### config.mk
export PLATFORM = sky130hd
export DESIGN_NAME = sound_level_conditioner
export DESIGN_NICKNAME = d
export VERILOG_FILES = /design/src/rtl/core/slc_pkg.sv /design/src/rtl/core/slc_ctrl.sv /design/src/rtl/core/slc_datapath.sv /design/src/rtl/core/sound_level_conditioner.sv
export SDC_FILE = /design/constraint.sdc
export NUM_CORES = 2
export LEC_CHECK = 0
export BUFFER_PORTS_ARGS = -buffer_cell sky130_fd_sc_hd__buf_4
export CORE_ASPECT_RATIO = 0.9
export CORE_MARGIN = 5
export CORE_UTILIZATION = 30
export CTS_BUF_LIST = sky130_fd_sc_hd__clkbuf_16
export DETAILED_ROUTE_END_ITERATION = 12
export GPL_TIMING_DRIVEN = 0
export HOLD_SLACK_MARGIN = 0.03
export PLACE_DENSITY_LB_ADDON = 0.08
export SETUP_SLACK_MARGIN = 0.05
export SYNTH_ARGS = -nofsm -noshare
export SYNTH_HDL_FRONTEND = slang
export SYNTH_SLANG_ARGS = --single-unit
### constraint.sdc
create_clock -name clk -period 25.1 [get_ports clk]
set_input_delay 2.51 -clock clk [delete_from_list [all_inputs] [get_ports clk]]
set_output_delay 2.51 -clock clk [all_outputs]
set_load 0.005 [all_outputs]
### src/rtl/core/slc_pkg.sv
package slc_pkg;

  // Fixed field widths of the block's ports.
  localparam int SAMPLE_W = 12;
  localparam int GAIN_W   = 20;
  localparam int LEVEL_W  = 16;
  localparam int THR_W    = 16;
  localparam int BETA_W   = 16;
  localparam int CFG_W    = 20;
  localparam int CFG_IDX_W = 2;

  // Default structural parameters.
  localparam int WINDOW_LEN_DEF  = 10;
  localparam int SAMPLE_BITS_DEF = 12;

  // Configuration reset values.
  localparam logic [GAIN_W-1:0] GAIN_RESET = GAIN_W'(2641);
  localparam logic [THR_W-1:0]  JUMP_RESET = THR_W'(2560);
  localparam logic [THR_W-1:0]  HOLD_RESET = THR_W'(512);
  localparam logic [BETA_W-1:0] BETA_RESET = BETA_W'(6554);

  // Register map of the configuration port.
  typedef enum logic [CFG_IDX_W-1:0] {
    REG_GAIN = 2'd0,
    REG_JUMP = 2'd1,
    REG_HOLD = 2'd2,
    REG_BETA = 2'd3
  } slc_reg_t;

  // Live configuration handed to the datapath.
  typedef struct packed {
    logic [GAIN_W-1:0] gain;
    logic [THR_W-1:0]  jump;
    logic [THR_W-1:0]  hold;
    logic [BETA_W-1:0] beta;
  } slc_cfg_t;

  // Step strobes from the controller to the datapath.
  typedef struct packed {
    logic capture;
    logic level;
    logic update;
    logic product;
    logic scale;
    logic finish;
  } slc_cmd_t;

endpackage

### src/rtl/core/slc_ctrl.sv
module slc_ctrl import slc_pkg::*; (
  input  logic     clk,
  input  logic     rst,
  input  logic     in_valid,
  output logic     in_ready,
  output logic     out_valid,
  input  logic     out_ready,
  output slc_cmd_t cmd
);

  typedef enum logic [2:0] {
    ST_IDLE,
    ST_LEVEL,
    ST_UPDATE,
    ST_PRODUCT,
    ST_SCALE,
    ST_FINISH
  } state_t;

  state_t state;
  logic   out_free;

  assign in_ready = (state == ST_IDLE);
  assign out_free = !out_valid || out_ready;

  // One strobe per step of the sequence.
  always_comb begin
    cmd         = '0;
    cmd.capture = (state == ST_IDLE) && in_valid;
    cmd.level   = (state == ST_LEVEL);
    cmd.update  = (state == ST_UPDATE);
    cmd.product = (state == ST_PRODUCT);
    cmd.scale   = (state == ST_SCALE);
    cmd.finish  = (state == ST_FINISH) && out_free;
  end

  // Sequencer and result-beat flag.
  always_ff @(posedge clk) begin
    if (rst) begin
      state     <= ST_IDLE;
      out_valid <= 1'b0;
    end else begin
      // A finished item raises the result beat; a taken beat with nothing new drops it.
      if ((state == ST_FINISH) && out_free) begin
        out_valid <= 1'b1;
      end else if (out_valid && out_ready) begin
        out_valid <= 1'b0;
      end
      unique case (state)
        ST_IDLE: begin
          if (in_valid) begin
            state <= ST_LEVEL;
          end
        end
        ST_LEVEL:   state <= ST_UPDATE;
        ST_UPDATE:  state <= ST_PRODUCT;
        ST_PRODUCT: state <= ST_SCALE;
        ST_SCALE:   state <= ST_FINISH;
        ST_FINISH: begin
          if (out_free) begin
            state <= ST_IDLE;
          end
        end
        default: state <= ST_IDLE;
      endcase
    end
  end

endmodule

### src/rtl/core/slc_datapath.sv
module slc_datapath import slc_pkg::*; #(
  parameter int WINDOW_LEN  = WINDOW_LEN_DEF,
  parameter int SAMPLE_BITS = SAMPLE_BITS_DEF
) (
  input  logic                clk,
  input  logic                rst,
  input  slc_cmd_t            cmd,
  input  slc_cfg_t            cfg,
  input  logic [SAMPLE_W-1:0] sample,
  output logic [LEVEL_W-1:0]  level_now,
  output logic [LEVEL_W-1:0]  level_averaged,
  output logic [LEVEL_W-1:0]  level_held,
  output logic [LEVEL_W-1:0]  level_smoothed,
  output logic [SAMPLE_W-1:0] raw_minimum,
  output logic [SAMPLE_W-1:0] raw_maximum
);

  localparam int SB     = SAMPLE_BITS;
  localparam int IDX_W  = $clog2(WINDOW_LEN);
  localparam int SUM_W  = SB + IDX_W;
  localparam int P1_W   = SB + GAIN_W;
  localparam int LV_W   = P1_W + 1;
  localparam int P2_W   = SUM_W + GAIN_W;
  localparam int QF_W   = P2_W + 1 - 8;
  localparam int QW     = LEVEL_W + IDX_W;
  localparam int K      = QW + IDX_W;
  localparam int RECIP  = ((1 << K) + WINDOW_LEN - 1) / WINDOW_LEN;
  localparam logic [P2_W:0]     AVG_HALF = (P2_W+1)'(128 * WINDOW_LEN);
  localparam logic [QF_W-1:0]   AVG_SAT  = QF_W'(65536 * WINDOW_LEN);
  localparam logic [K-1:0]      RECIP_K  = K'(RECIP);
  localparam logic [IDX_W-1:0]  IDX_LAST = IDX_W'(WINDOW_LEN - 1);
  localparam logic [SUM_W-1:0]  LEN_SUM  = SUM_W'(WINDOW_LEN);

  // Window storage and running state.
  logic [SB-1:0]      window [WINDOW_LEN];
  logic [IDX_W-1:0]   window_index;
  logic [SUM_W-1:0]   window_sum;
  logic               primed;
  logic [LEVEL_W-1:0] previous_level;
  logic [LEVEL_W-1:0] held_level;
  logic [LEVEL_W-1:0] smoothed_level;
  logic [SB-1:0]      min_seen;
  logic [SB-1:0]      max_seen;

  // Per-item working registers.
  logic [SB-1:0]         s_reg;
  logic [P1_W-1:0]       p1;
  logic [LEVEL_W-1:0]    level;
  logic [P2_W-1:0]       p2;
  logic signed [33:0]    p3;
  logic                  avg_sat;
  logic [QW+K-1:0]       pq;

  // Combinational helpers.
  logic [SB-1:0]         s_in;
  logic [LV_W-1:0]       lv_full;
  logic [LEVEL_W-1:0]    diff;
  logic                  refill;
  logic [P2_W:0]         q_round;
  logic [QF_W-1:0]       q_full;
  logic signed [16:0]    delta;
  logic signed [16:0]    beta_s;
  logic signed [33:0]    step_full;
  logic signed [33:0]    smoothed_next;

  assign s_in    = sample[SB-1:0];
  assign lv_full = (LV_W'(p1) + LV_W'(128)) >> 8;
  assign diff    = (previous_level > level) ? (previous_level - level)
                                            : (level - previous_level);
  assign refill  = !primed || (diff > cfg.jump);
  assign q_round = (P2_W+1)'(p2) + AVG_HALF;
  assign q_full  = q_round[P2_W:8];
  assign delta   = $signed({1'b0, level}) - $signed({1'b0, smoothed_level});
  assign beta_s  = $signed({1'b0, cfg.beta});
  assign step_full     = p3 + 34'sd32768;
  assign smoothed_next = $signed({18'b0, smoothed_level}) + (step_full >>> 16);

  // Capture the sample, start the gain product and track the extremes.
  always_ff @(posedge clk) begin
    if (rst) begin
      min_seen <= '1;
      max_seen <= '0;
    end else if (cmd.capture) begin
      if (s_in < min_seen) begin
        min_seen <= s_in;
      end
      if (s_in > max_seen) begin
        max_seen <= s_in;
      end
    end
  end

  always_ff @(posedge clk) begin
    if (cmd.capture) begin
      s_reg <= s_in;
      p1    <= P1_W'(s_in) * P1_W'(cfg.gain);
    end
  end

  // Round and saturate the level.
  always_ff @(posedge clk) begin
    if (cmd.level) begin
      level <= (|lv_full[LV_W-1:LEVEL_W]) ? '1 : lv_full[LEVEL_W-1:0];
    end
  end

  // Window, hold and previous-level update.
  always_ff @(posedge clk) begin
    if (rst) begin
      window_index   <= '0;
      window_sum     <= '0;
      primed         <= 1'b0;
      previous_level <= '0;
      held_level     <= '0;
    end else if (cmd.update) begin
      if (refill) begin
        window_sum <= SUM_W'(s_reg) * LEN_SUM;
        primed     <= 1'b1;
      end else begin
        window_sum <= window_sum - SUM_W'(window[window_index]) + SUM_W'(s_reg);
      end
      window_index   <= (window_index == IDX_LAST) ? '0 : window_index + 1'b1;
      if (diff >= cfg.hold) begin
        held_level <= level;
      end
      previous_level <= level;
    end
  end

  always_ff @(posedge clk) begin
    if (cmd.update) begin
      for (int i = 0; i < WINDOW_LEN; i++) begin
        if (refill || (window_index == IDX_W'(i))) begin
          window[i] <= s_reg;
        end
      end
    end
  end

  // Average and smoothing products.
  always_ff @(posedge clk) begin
    if (cmd.product) begin
      p2 <= P2_W'(window_sum) * P2_W'(cfg.gain);
      p3 <= 34'(delta) * 34'(beta_s);
    end
  end

  // Divide by the window length through its reciprocal; commit the smoother.
  always_ff @(posedge clk) begin
    if (cmd.scale) begin
      avg_sat <= (q_full >= AVG_SAT);
      pq      <= (QW+K)'(q_full[QW-1:0]) * (QW+K)'(RECIP_K);
    end
  end

  always_ff @(posedge clk) begin
    if (rst) begin
      smoothed_level <= '0;
    end else if (cmd.scale) begin
      smoothed_level <= smoothed_next[LEVEL_W-1:0];
    end
  end

  // Result register.
  always_ff @(posedge clk) begin
    if (cmd.finish) begin
      level_now      <= level;
      level_averaged <= avg_sat ? '1 : pq[K +: LEVEL_W];
      level_held     <= held_level;
      level_smoothed <= smoothed_level;
      raw_minimum    <= SAMPLE_W'(min_seen);
      raw_maximum    <= SAMPLE_W'(max_seen);
    end
  end

endmodule

### src/rtl/core/sound_level_conditioner.sv
// Sound level conditioner: converts one raw sound-sensor ADC sample per beat
// into Q8.8 decibel levels (instantaneous, window average, hysteresis hold and
// first-order IIR smoothed) plus the raw minimum and maximum since reset. An
// input beat is taken only while the block is idle, so a new sample waits
// until the last one has finished; the next sample can be taken in the same
// cycle that the result beat appears. Each sample runs through the
// controller's fixed step sequence: gain multiply, level rounding, window
// update, average and smoothing multiplies, then the reciprocal multiply that
// divides by the window length. A result that is not taken stalls the block
// in its last step. Configuration writes are registered and must be made
// while no sample is in flight.
module sound_level_conditioner import slc_pkg::*; #(
  parameter int WINDOW_LEN  = WINDOW_LEN_DEF,
  parameter int SAMPLE_BITS = SAMPLE_BITS_DEF
) (
  input  logic                 clk,
  input  logic                 rst,
  input  logic                 cfg_write_en,
  input  logic [CFG_IDX_W-1:0] cfg_index,
  input  logic [CFG_W-1:0]     cfg_data,
  input  logic                 in_valid,
  output logic                 in_ready,
  input  logic [SAMPLE_W-1:0]  sample,
  output logic                 out_valid,
  input  logic                 out_ready,
  output logic [LEVEL_W-1:0]   level_now,
  output logic [LEVEL_W-1:0]   level_averaged,
  output logic [LEVEL_W-1:0]   level_held,
  output logic [LEVEL_W-1:0]   level_smoothed,
  output logic [SAMPLE_W-1:0]  raw_minimum,
  output logic [SAMPLE_W-1:0]  raw_maximum
);

  slc_cfg_t cfg;
  slc_cmd_t cmd;

  // Configuration registers.
  always_ff @(posedge clk) begin
    if (rst) begin
      cfg.gain <= GAIN_RESET;
      cfg.jump <= JUMP_RESET;
      cfg.hold <= HOLD_RESET;
      cfg.beta <= BETA_RESET;
    end else if (cfg_write_en) begin
      unique case (slc_reg_t'(cfg_index))
        REG_GAIN: cfg.gain <= cfg_data[GAIN_W-1:0];
        REG_JUMP: cfg.jump <= cfg_data[THR_W-1:0];
        REG_HOLD: cfg.hold <= cfg_data[THR_W-1:0];
        REG_BETA: cfg.beta <= cfg_data[BETA_W-1:0];
        default: ;
      endcase
    end
  end

  slc_ctrl u_ctrl (
    .clk       (clk),
    .rst       (rst),
    .in_valid  (in_valid),
    .in_ready  (in_ready),
    .out_valid (out_valid),
    .out_ready (out_ready),
    .cmd       (cmd)
  );

  slc_datapath #(
    .WINDOW_LEN  (WINDOW_LEN),
    .SAMPLE_BITS (SAMPLE_BITS)
  ) u_datapath (
    .clk            (clk),
    .rst            (rst),
    .cmd            (cmd),
    .cfg            (cfg),
    .sample         (sample),
    .level_now      (level_now),
    .level_averaged (level_averaged),
    .level_held     (level_held),
    .level_smoothed (level_smoothed),
    .raw_minimum    (raw_minimum),
    .raw_maximum    (raw_maximum)
  );

endmodule
* After elaboration in Yosys (flattened, before gate mapping)
Memories as Yosys holds them, arrays and structs flattened. A register that Yosys moved wholly into a read port is not among the register bits.
Index checks and enable logic that the tools add are counted.
** Storage, ports and cells
- Bits in registers :: 421
- RAM bits :: 120
- Input port bits :: 39
- Output and inout port bits :: 90
- Logic and storage cells :: 139
- Memories :: 1
** Memories
- u_datapath.window :: depth 10, width 12, read ports 1, clocked after Yosys merged registers in 1, wr ports 10, line slc_datapath.sv:35 : logic [SB-1:0] window [WINDOW_LEN];
** Operators by class
- Add/sub/neg operators :: 10
- Multiply operators :: 5
- Order comparisons :: 6
- Equality and inequality tests :: 19
- Mux-type cells :: 40
- Reduce and logical (&&, ||, !) cells :: 31
** Operator list (number)
- multiplier 20 x 20 -> 39 bit (second input constant) :: 1
- adder 36 x 11 -> 37 bit (second input constant) :: 1
- multiplier 16 x 20 -> 36 bit :: 1
- adder 32 x 8 -> 33 bit (second input constant) :: 1
- adder 32 x 17 -> 32 bit (second input constant) :: 1
- greater-than comparator 16 bit :: 2
- multiplier 12 x 20 -> 32 bit :: 1
- multiplier 17 x 17 -> 32 bit :: 1
- 2-to-1 mux 1 bit :: 32
- 2-to-1 mux 16 bit :: 2
- subtractor 16 bit :: 2
- >= comparator 29 x 20 -> 1 bit (second input constant) :: 1
- one-hot mux 3 bit (6 select lines) :: 1
- AND reduction 2 bit :: 9
- subtractor 16 x 16 -> 17 bit :: 1
- adder 16 x 12 -> 16 bit :: 1
- adder 16 bit :: 1
- equality test 4 x 3 -> 1 bit (second input constant) :: 4
- >= comparator 16 bit :: 1
- subtractor 16 x 12 -> 16 bit :: 1
- multiplier 12 x 3 -> 15 bit (second input constant) :: 1
- greater-than comparator 12 bit :: 1
- logical OR 1 bit :: 12
- less-than comparator 12 bit :: 1
- other kinds (20) :: 31

* Depth between registers and ports, before layout
- Depth after elaboration :: 8
- Gate-level depth with buffers :: 36

* Modules after synthesis
From an unflattened synthesis, not the netlist that was laid out.
** Unflattened totals
- Cell total of the unflattened synthesis :: 5854
- Area, all modules :: 58209.6 um^2
** By module, submodules not included
- slc_datapath :: times used 1, cells an instance 5565, area an instance 55190.4 um^2
- sound_level_conditioner :: times used 1, cells an instance 261, area an instance 2766.4 um^2
- slc_ctrl :: times used 1, cells an instance 28, area an instance 252.7 um^2

* Worst setup path before layout
OpenSTA, ideal clock, no wires.
- Path type :: register to register
- Start point :: register u_datapath.level[0]
- End point :: register u_datapath.p3[31] (data pin)
- Setup time :: 0.260 ns
- Arrival time :: 7.645 ns
- Data required time :: 24.840 ns
- Setup slack :: 17.195 ns
- Cell stages (with the launch flop) :: 33
- Clock period less this slack :: 7.905 ns
- Path through :: edfxtp_1 inv_1 ha_1 fa_1 nor2b_1 o31a_1 o211ai_1 a21oi_1 and3b_1 nor2_1 a21o_1 a21oi_1 xnor2_1 buf_2 nand2_1 fa_1 fa_1 inv_1 fa_1 inv_1 fa_1 fa_1 fa_1 inv_1 ha_1 and3_1 a221o_1 o211ai_2 a211o_2 o21ai_2 o41a_1 a21oi_2 xnor2_1
** Between the ends
- Cells in the longest elaborated chain, start to end :: 2
** RTL lines
- from (decl) :: line slc_datapath.sv:48 : logic [LEVEL_W-1:0] level;
- from (signal assigned) :: line slc_datapath.sv:103 : level <= (|lv_full[LV_W-1:LEVEL_W]) ? '1 : lv_full[LEVEL_W-1:0];
- subtractor 16 x 16 -> 17 bit :: line slc_datapath.sv:73 : assign delta = $signed({1'b0, level}) - $signed({1'b0, smoothed_level});
- multiplier 17 x 17 -> 32 bit :: line slc_datapath.sv:144 : p3 <= 34'(delta) * 34'(beta_s);
- to (signal assigned) :: line slc_datapath.sv:144
- to (decl) :: line slc_datapath.sv:50 : logic signed [33:0] p3;
Every way passes these cells.
A chain may end at the register's enable or synchronous reset.

* Final worst setup path
- Start point :: register u_datapath.level[1]
- End point :: register u_datapath.p3[31] (data pin)
Same word-level chain as after synthesis.

==> out/metrics.cfg <==
[worst_setup_path]
startpoint = u_datapath.level[1]
slowest_stage = xnor2_1
r2r_setup_slack_ns = 14.45
timing.rr.start = u_datapath.level[1]
crit_buf_inv = 8
critical_path_arrival_ns = 11.06
cp-start-kind = flop
cp_max_fo = 10
crit_end = u_datapath.p3[31]
cp_top_family = adder cells
critPathKind = flop to flop
cp.required_ns = 25.51
r2r-end = u_datapath.p3[31]
cp.depth = 33
critical_path.max_stage_delay_ns = 1.01
cp-end-kind = flop
r2r_cells = 33

[power_and_ir_drop]
p_int_uw = 3508
power_frac_seq_pct = 18.4
powerDensity_nw_per_um2 = 99.66
power_leakage_uw = 0.02897
p_comb_share_pct = 65.8
power_switching_uw = 2938
vdd_ir_drop_max_v = 0.0002106
swShare_pct = 45.58
pwr-share-clk_pct = 15.8
power_uw = 6446

[global_routing]
grt.total_usage_pct = 18.83
antenna_found_initial = 8
overflow = 0
grt_pass1_vias = 42641
grt_max_degree = 32
grt_pass1_wl_mm = 283.8

[clock_network]
cts_hold_buf = 0
numCtsBuffers = 69
clk_pin_slew_worst_paths_ns = 0.06
root_buffer = clkbuf_16
cts_resized = 0
post_cts_buffers = 0
cts_num_sinks = 492
clk_latency_ns = 0.70
h-tree-depth = 3
cts_tree = yes
cts_buffer_depth = 3

[die]
coreArea_um2 = 192800
pin_count = 129
dieArea_um2 = 202400
std_cell_rows = 153
start_util_pct = 30.12
die_w_um = 473.7
die_h_um = 427.3

[synthesis]
yosysWarnings = 0
avgSynthCellArea_um2 = 9.678
synthXorXnorAreaFrac_pct = 2.821
yosysSeqAreaShare_pct = 22.53
netlist_area_um2 = 58060
async_flop_share_pct = 0
muxShareOfSynthArea_pct = 1.556
synth_edf_count = 323
synthAdderAreaFrac_pct = 42.40
yosys.area_share.simple_pct = 13.67
ys_types = 89
synth_cells = 5999
ys_seq_elements = 492
synth_top_family_by_area = adder cells
syn_nets = 7496
synthFlopType = edfxtp_1
synth_compound_area_share_pct = 7.496

[finish]
fillCellCount = 20030
final_common_cell = inv_1
largest_register_ffs = 120
max_flop_register = u_datapath.window
final_util_pct = 33.55
synthToLayoutAreaGrowth_pct = 11.40
layout_common_cells = inv_1, fa_1, nand2_1
reg.largest.list = u_datapath.window: 120 flops, cfg: 68 flops, u_datapath.p2: 28 flops
drive_gt1_share_pct = 5.462
fin_nets = 7701

[detailed_routing]
vias_per_cell = 4.669
wire_per_inst_um = 21.38
first_pass_iters = 5
route.detailed.drc = 0
finalWirelength_mm = 188.5
first_iter_violations = 2498
dr_total_vias = 41184
ant_nets = 0

[placement]
dp_hpwl_mm = 154.2
gp_congestion = 0.8626
place.port_buffers = 126

[timing]
relSlewSlack_pct = 9.401
slew_viol_final = 0
rsz0062_at_grt = false
max_freq_mhz = 93.92
final-setup-viol-count = 0
skew_ns = 0.03950
setup_tns_ns = 0
fin_crit_sh_pct = 42.42
report.final.hold_viol_count = 0
fin_crit_ns = 10.65
tightest_slew_ns = 1.349

[min_path]
min_path_type = flop to flop

[run_status]
status = completed

[job]
maxCapViolCount = 0

[synthesized netlist by cell type, types with 4 or more instances]
cell type / n / area share [%]
inv_1: 1192 / 7.7
fa_1: 849 / 29
nand2_1: 807 / 5.2
ha_1: 609 / 13
edfxtp_1: 323 / 17
and2_1: 274 / 3.0
clkbuf_1: 244 / 1.6
a21oi_1: 229 / 2.0
nor2_1: 186 / 1.2
dfxtp_1: 169 / 5.8
xnor2_1: 130 / 2.0
nand3_1: 99 / 0.85
o21ai_0: 85 / 0.73
a21o_1: 75 / 0.97
nor2b_1: 57 / 0.61
xor2_1: 57 / 0.86
nor3_1: 54 / 0.47
and3_1: 50 / 0.54
a211oi_1: 47 / 0.61
o211ai_1: 46 / 0.59
a31oi_1: 34 / 0.37
mux2i_1: 34 / 0.59
o21a_1: 33 / 0.43
nand2b_1: 27 / 0.29
mux4_2: 24 / 0.93
nand3b_1: 23 / 0.30
or2_2: 23 / 0.25
nand4_1: 21 / 0.23
buf_2: 19 / 0.16
o311ai_0: 17 / 0.26
nor3b_1: 16 / 0.21
or3_1: 14 / 0.15
o21bai_1: 9 / 0.12
a311oi_1: 8 / 0.12
and4_1: 6 / 0.091
o31a_1: 6 / 0.091
a211o_1: 5 / 0.075
buf_1: 5 / 0.032
a221oi_1: 4 / 0.060
o211a_1: 4 / 0.069
o31ai_1: 4 / 0.052
[layer usage]
metal / track usage, % / wire length (um)
met2: 28.67 / 81540
met5: 0 / 0
met3: 2.339 / 7645
met4: 3.232 / 3092
met1: 28.87 / 96260
[metrics by stage]
step / area (um^2) / setup WS [ns] / hold WS [ns] / std cells
2_1_floorplan: 58060 / 17.20 / 0.4019 / 5999
3_3_place_gp: 62200 / 13.12 / 0.4130 / 8682
3_5_place_dp: 62340 / 14.43 / 0.4156 / 8688
4_1_cts: 64650 / 14.39 / 0.4209 / 8816
5_1_grt: 64670 / 14.09 / 0.4363 / 8818
6_report: 64680 / 14.45 / 0.4139 / 8820
[power by group through the flow]
stage / Clock [uW] / Sequential, uW / Combinational [uW]
after floorplan: 0 / 1170 / 3160
final: 1020 / 1190 / 4240
after global placement: 0 / 1210 / 4320
after CTS: 1060 / 1190 / 4350
after global routing: 1090 / 1200 / 4940
after detailed placement: 0 / 1210 / 4300
[cell type report]
class | count | area (um^2) | area share [%]
multi-input cells | 4044 | 39470 | 61.02
flip-flops and latches | 492 | 13080 | 20.23
inverters | 1192 | 4474 | 6.918
well taps | 2557 | 3199 | 4.947
clock buffers | 69 | 1727 | 2.670
repair buffers | 134 | 1074 | 1.660
plain buffers | 271 | 1056 | 1.633
clock inverters | 59 | 591.8 | 0.9151
diodes | 2 | 5.005 | 0.007738
[worst min path at each step]
stage,from,end,cells past startpoint
after detailed placement,u_datapath.held_level[8],u_datapath.level_held[8],0
after CTS,u_datapath.held_level[2],u_datapath.level_held[2],0
after global routing,u_datapath.held_level[14],u_datapath.level_held[14],0
after global placement,u_datapath.held_level[8],u_datapath.level_held[8],0
final,u_datapath.held_level[2],u_datapath.level_held[2],0
after floorplan,u_datapath.held_level[0],u_datapath.level_held[0],0
[cells by family after synthesis]
group / after synthesis
AO/OA/AOI/OAI: 662
adder cells (fa/ha/maj): 1458
multiplexers: 60
flip-flops: 492
buffers and inverters: 1463
AND/OR/NAND/NOR: 1677
XOR/XNOR: 187
Power figures use the tool's default switching activity.
